**config.mk**
```make
export PLATFORM = sky130hd
export DESIGN_NAME = hdf_chain
export DESIGN_NICKNAME = d
export VERILOG_FILES = /design/src/hdf_pkg.sv /design/src/hdf_chain.sv
export SDC_FILE = /design/constraint.sdc
export NUM_CORES = 2
export LEC_CHECK = 0
export BUFFER_PORTS_ARGS = -buffer_cell sky130_fd_sc_hd__buf_2
export CAP_MARGIN = 5
export CORE_MARGIN = 2
export CORE_UTILIZATION = 56
export DETAILED_ROUTE_END_ITERATION = 6
export PLACE_DENSITY = 0.72
export SLEW_MARGIN = 20
export SYNTH_ARGS = -nofsm -noshare
export SYNTH_HDL_FRONTEND = slang
export SYNTH_SLANG_ARGS = --single-unit
```
**constraint.sdc**
```tcl
create_clock -name clk -period 2.1 [get_ports clk]
set_input_delay 0.21 -clock clk [delete_from_list [all_inputs] [get_ports clk]]
set_output_delay 0.21 -clock clk [all_outputs]
set_load 0.05 [all_outputs]
```
**src/hdf_pkg.sv**
```systemverilog
// shared types and constants for the heat diffusion step block
package hdf_pkg;

    localparam int VAL_W = 16;
    localparam int LAP_W = 18;
    localparam int PROD_W = 35;
    localparam int INC_W = PROD_W - 16;
    localparam int SUM_W = 20;

    localparam logic [15:0] GAIN_RESET = 16'd31207;
    localparam logic [15:0] LEFT_RESET = 16'd16384;
    localparam logic [15:0] RIGHT_RESET = 16'hC000;

    localparam int CFG_IDX_W = 2;
    localparam logic [CFG_IDX_W-1:0] REG_GAIN = 2'd0;
    localparam logic [CFG_IDX_W-1:0] REG_LEFT = 2'd1;
    localparam logic [CFG_IDX_W-1:0] REG_RIGHT = 2'd2;

    typedef enum logic [1:0] {
        ST_IDLE,
        ST_RUN,
        ST_DONE
    } state_t;

    typedef struct packed {
        logic shift;
        logic step;
    } upd_ctrl_t;

endpackage

```
**src/hdf_chain.sv**
```systemverilog
// row of temperature cells that shifts one place toward the head per cycle while shift is high
module hdf_chain #(
    parameter int CELLS = 256
) (
    input  logic                              clk,
    input  logic                              rst_n,
    input  logic                              shift,
    input  logic signed [hdf_pkg::VAL_W-1:0]  tail_in,
    output logic signed [hdf_pkg::VAL_W-1:0]  head,
    output logic signed [hdf_pkg::VAL_W-1:0]  second
);

    logic signed [hdf_pkg::VAL_W-1:0] cells_reg [CELLS];

    always_ff @(posedge clk or negedge rst_n)
    begin
        if (!rst_n)
        begin
            for (int k = 0; k < CELLS; k++)
            begin
                cells_reg[k] <= '0;
            end
        end
        else if (shift)
        begin
            for (int k = 0; k < CELLS - 1; k++)
            begin
                cells_reg[k] <= cells_reg[k + 1];
            end
            cells_reg[CELLS-1] <= tail_in;
        end
    end

    assign head = cells_reg[0];
    assign second = cells_reg[1];

endmodule

```
==> flow_summary.toml <==
[final_layout]
layout_common_cells = "sky130_fd_sc_hd__mux2_2 (4,096), sky130_fd_sc_hd__dfrtp_1 (4,096), sky130_fd_sc_hd__clkbuf_16 (405)"
filler_cell_count = 18853
largest_register_ff_count = 4064
drive_gt1_share_pct = 54.8
final_nets = 9033
seq_area_um2 = 102000
multi_input_comb_area_um2 = 46100
syn_to_final_growth_pct = 11.9

[flow_run]
drv.max_cap_violation_count = 0

[critical_path]
worst-path-max-fanout = 3
worstPathCellList = "buf_2"
arrival_ps = 1620
timing.critical_path.from_type = "flip-flop"
worstPathBufferInverterCount = 1
rr_worst_depth = 1
worstSetupPathDepth = 1
critical-path-slowest-cell = "sky130_fd_sc_hd__dfrtp_1"
critical-path-max-stage-delay_ps = 410
timing.setup.critical_path_class = "reg -> out"
critPathTopFamily = "flip-flops"
worst_ep_required_time_ps = 1890
kind_of_end_point_of_the_critical_path = "primary output"

[sta]
setup_ws_ps = 271
max_slew_margin_pct = 51.2
fmaxAchievable_mhz = 547
period_share_pct = 87.1
finalClockSkew_ps = 52.0
setup-violations-final = 0
finalHoldViolations = 0
max_slew.worst_pin.slew_ps = 732
rsz0062_at_grt = "false"
finalCriticalPeriod_ps = 1830
drv_slew = 0
setup-tns-final_ps = 0

[route]
overall_via_count_from_detail_route = 67977
totalWireLength_um = 199000
wl_per_cell_um = 15.4
drt_iter0_drc = 2771
drt_drc_violations_left = 0
vias_per_cell = 5.26
firstDrtPassIters = 4
postRouteAntennaNets = 0

[logic_synthesis]
synth_fp_nets = 8698
yosys_warnings = 0
synth-seq-cells = 4096
synth.yosys.seq_area_share_pct = 66.8
post_synth_instance_area_um2 = 154000
postSynthCellCount = 8679
avgSynthCellArea_um2 = 17.7
synth_cell_types = 5

[global_routing]
first_pass_grt_wire_length_um = 359000
grt_start_max_net_pins = 137
globalRouteOverflowTotal = 0
via_count_of_the_first_global_routing_pass = 74995
grt_antenna_before_repair = 1
gr-usage-all-layers_pct = 14.8

[floorplan]
floorplan.rows = 192
dieWidth_um = 528
io-pin-count = 51
die_y_um = 528
core_um2 = 273000
initial_core_util_pct = 56.2
area_of_the_die_um2 = 278000

[clock_network]
clock_tree_from_tritoncts = "built"
insertion_delay_ps = 940
cts.hold.buffers_added = 31
cts_inserted_buffers = 404
clockBufferDepth = 4
tritoncts_num_sinks = 4096
cts_htree_levels = 5
post_cts.resized_instances = 0
cts.repair_timing.setup_buffer_count = 0
cts.reportedPaths.clkPinSlew_ps = 60
cts-root-buf = "sky130_fd_sc_hd__clkbuf_16"

[power]
power.ir.vdd_worst_v = 0.000714
p_leak_uw = 0.0881
power.density_nw_per_um2 = 962

[placed_design]
dp_hpwl_um = 119000
numPortBuffers = 50
worst_slack_at_placement_ps = 362
gp_routability_congestion = 0.693

[hold_path]
min-delay-path-class = "in -> reg"
whs_path_depth = 3

[status]
outcome = "complete, no violations"
[cells in the mapped netlist (all sizes together)]
library cell | number | area [µm²]
dfrtp | 4096 | 102000
mux2 | 4096 | 46100
buf | 487 | 4920
[path summary, 6_finish.rpt]
kind | startpoint | endpoint | slack, ps
setup / recovery | second[12] | second[12] | 270
hold / removal | tail_in[1] | cells_reg[1] | 90
setup reg to reg | cells_reg[198] | cells_reg[214] | 1220
hold reg to reg | cells_reg[2407] | cells_reg[2423] | 450
max in group asynchronous | rst_n | cells_reg[1025] | 870
min in group asynchronous | rst_n | cells_reg[456] | 130
[power by group]
part / switching (µW) / internal, µW / total, µW / leakage (µW)
clock: 29500 / 42300 / 71800 / 0.00670
sequential: 1850 / 82800 / 84600 / 0.0565
combinational: 4030 / 4820 / 8860 / 0.0250
[routing by layer]
| layer | share of wire, % | track usage (%) |
|---|---|---|
| met1 | 45 | 20.1 |
| met5 | 0 | 0 |
| met2 | 50 | 24.7 |
| met4 | 2.4 | 4.07 |
| met3 | 2.8 | 2.42 |
[final cells by class]
type | instances | share of cell area [%]
Timing Repair Buffer | 416 | 2.95
Clock buffer | 594 | 6.88
Tap cell | 3589 | 2.61
Multi-Input combinational cell | 4096 | 26.8
Antenna cell | 1 | 0.00146
Sequential cell | 4096 | 59.7
Clock inverter | 136 | 1.05
[per-stage QoR]
step	power, µW	area, µm²	util, %	hold slack (ps)	instances
after floorplan	91900	154000	-	-85.6	8679
after global placement	94500	158000	57.8	152	12166
after detailed placement	95200	158000	57.8	150	12166
after CTS	168000	172000	62.9	13.0	12927
after global routing	172000	172000	62.9	64.0	12928
final	165000	172000	62.9	94.5	12928
[logic make-up after synthesis]
group,after synthesis,share of synthesized area (%)
muxes,4096,30.0
DFF,4096,66.8
buffers and inverters,487,3.20
No activity file was read; power rests on OpenSTA's default activity.
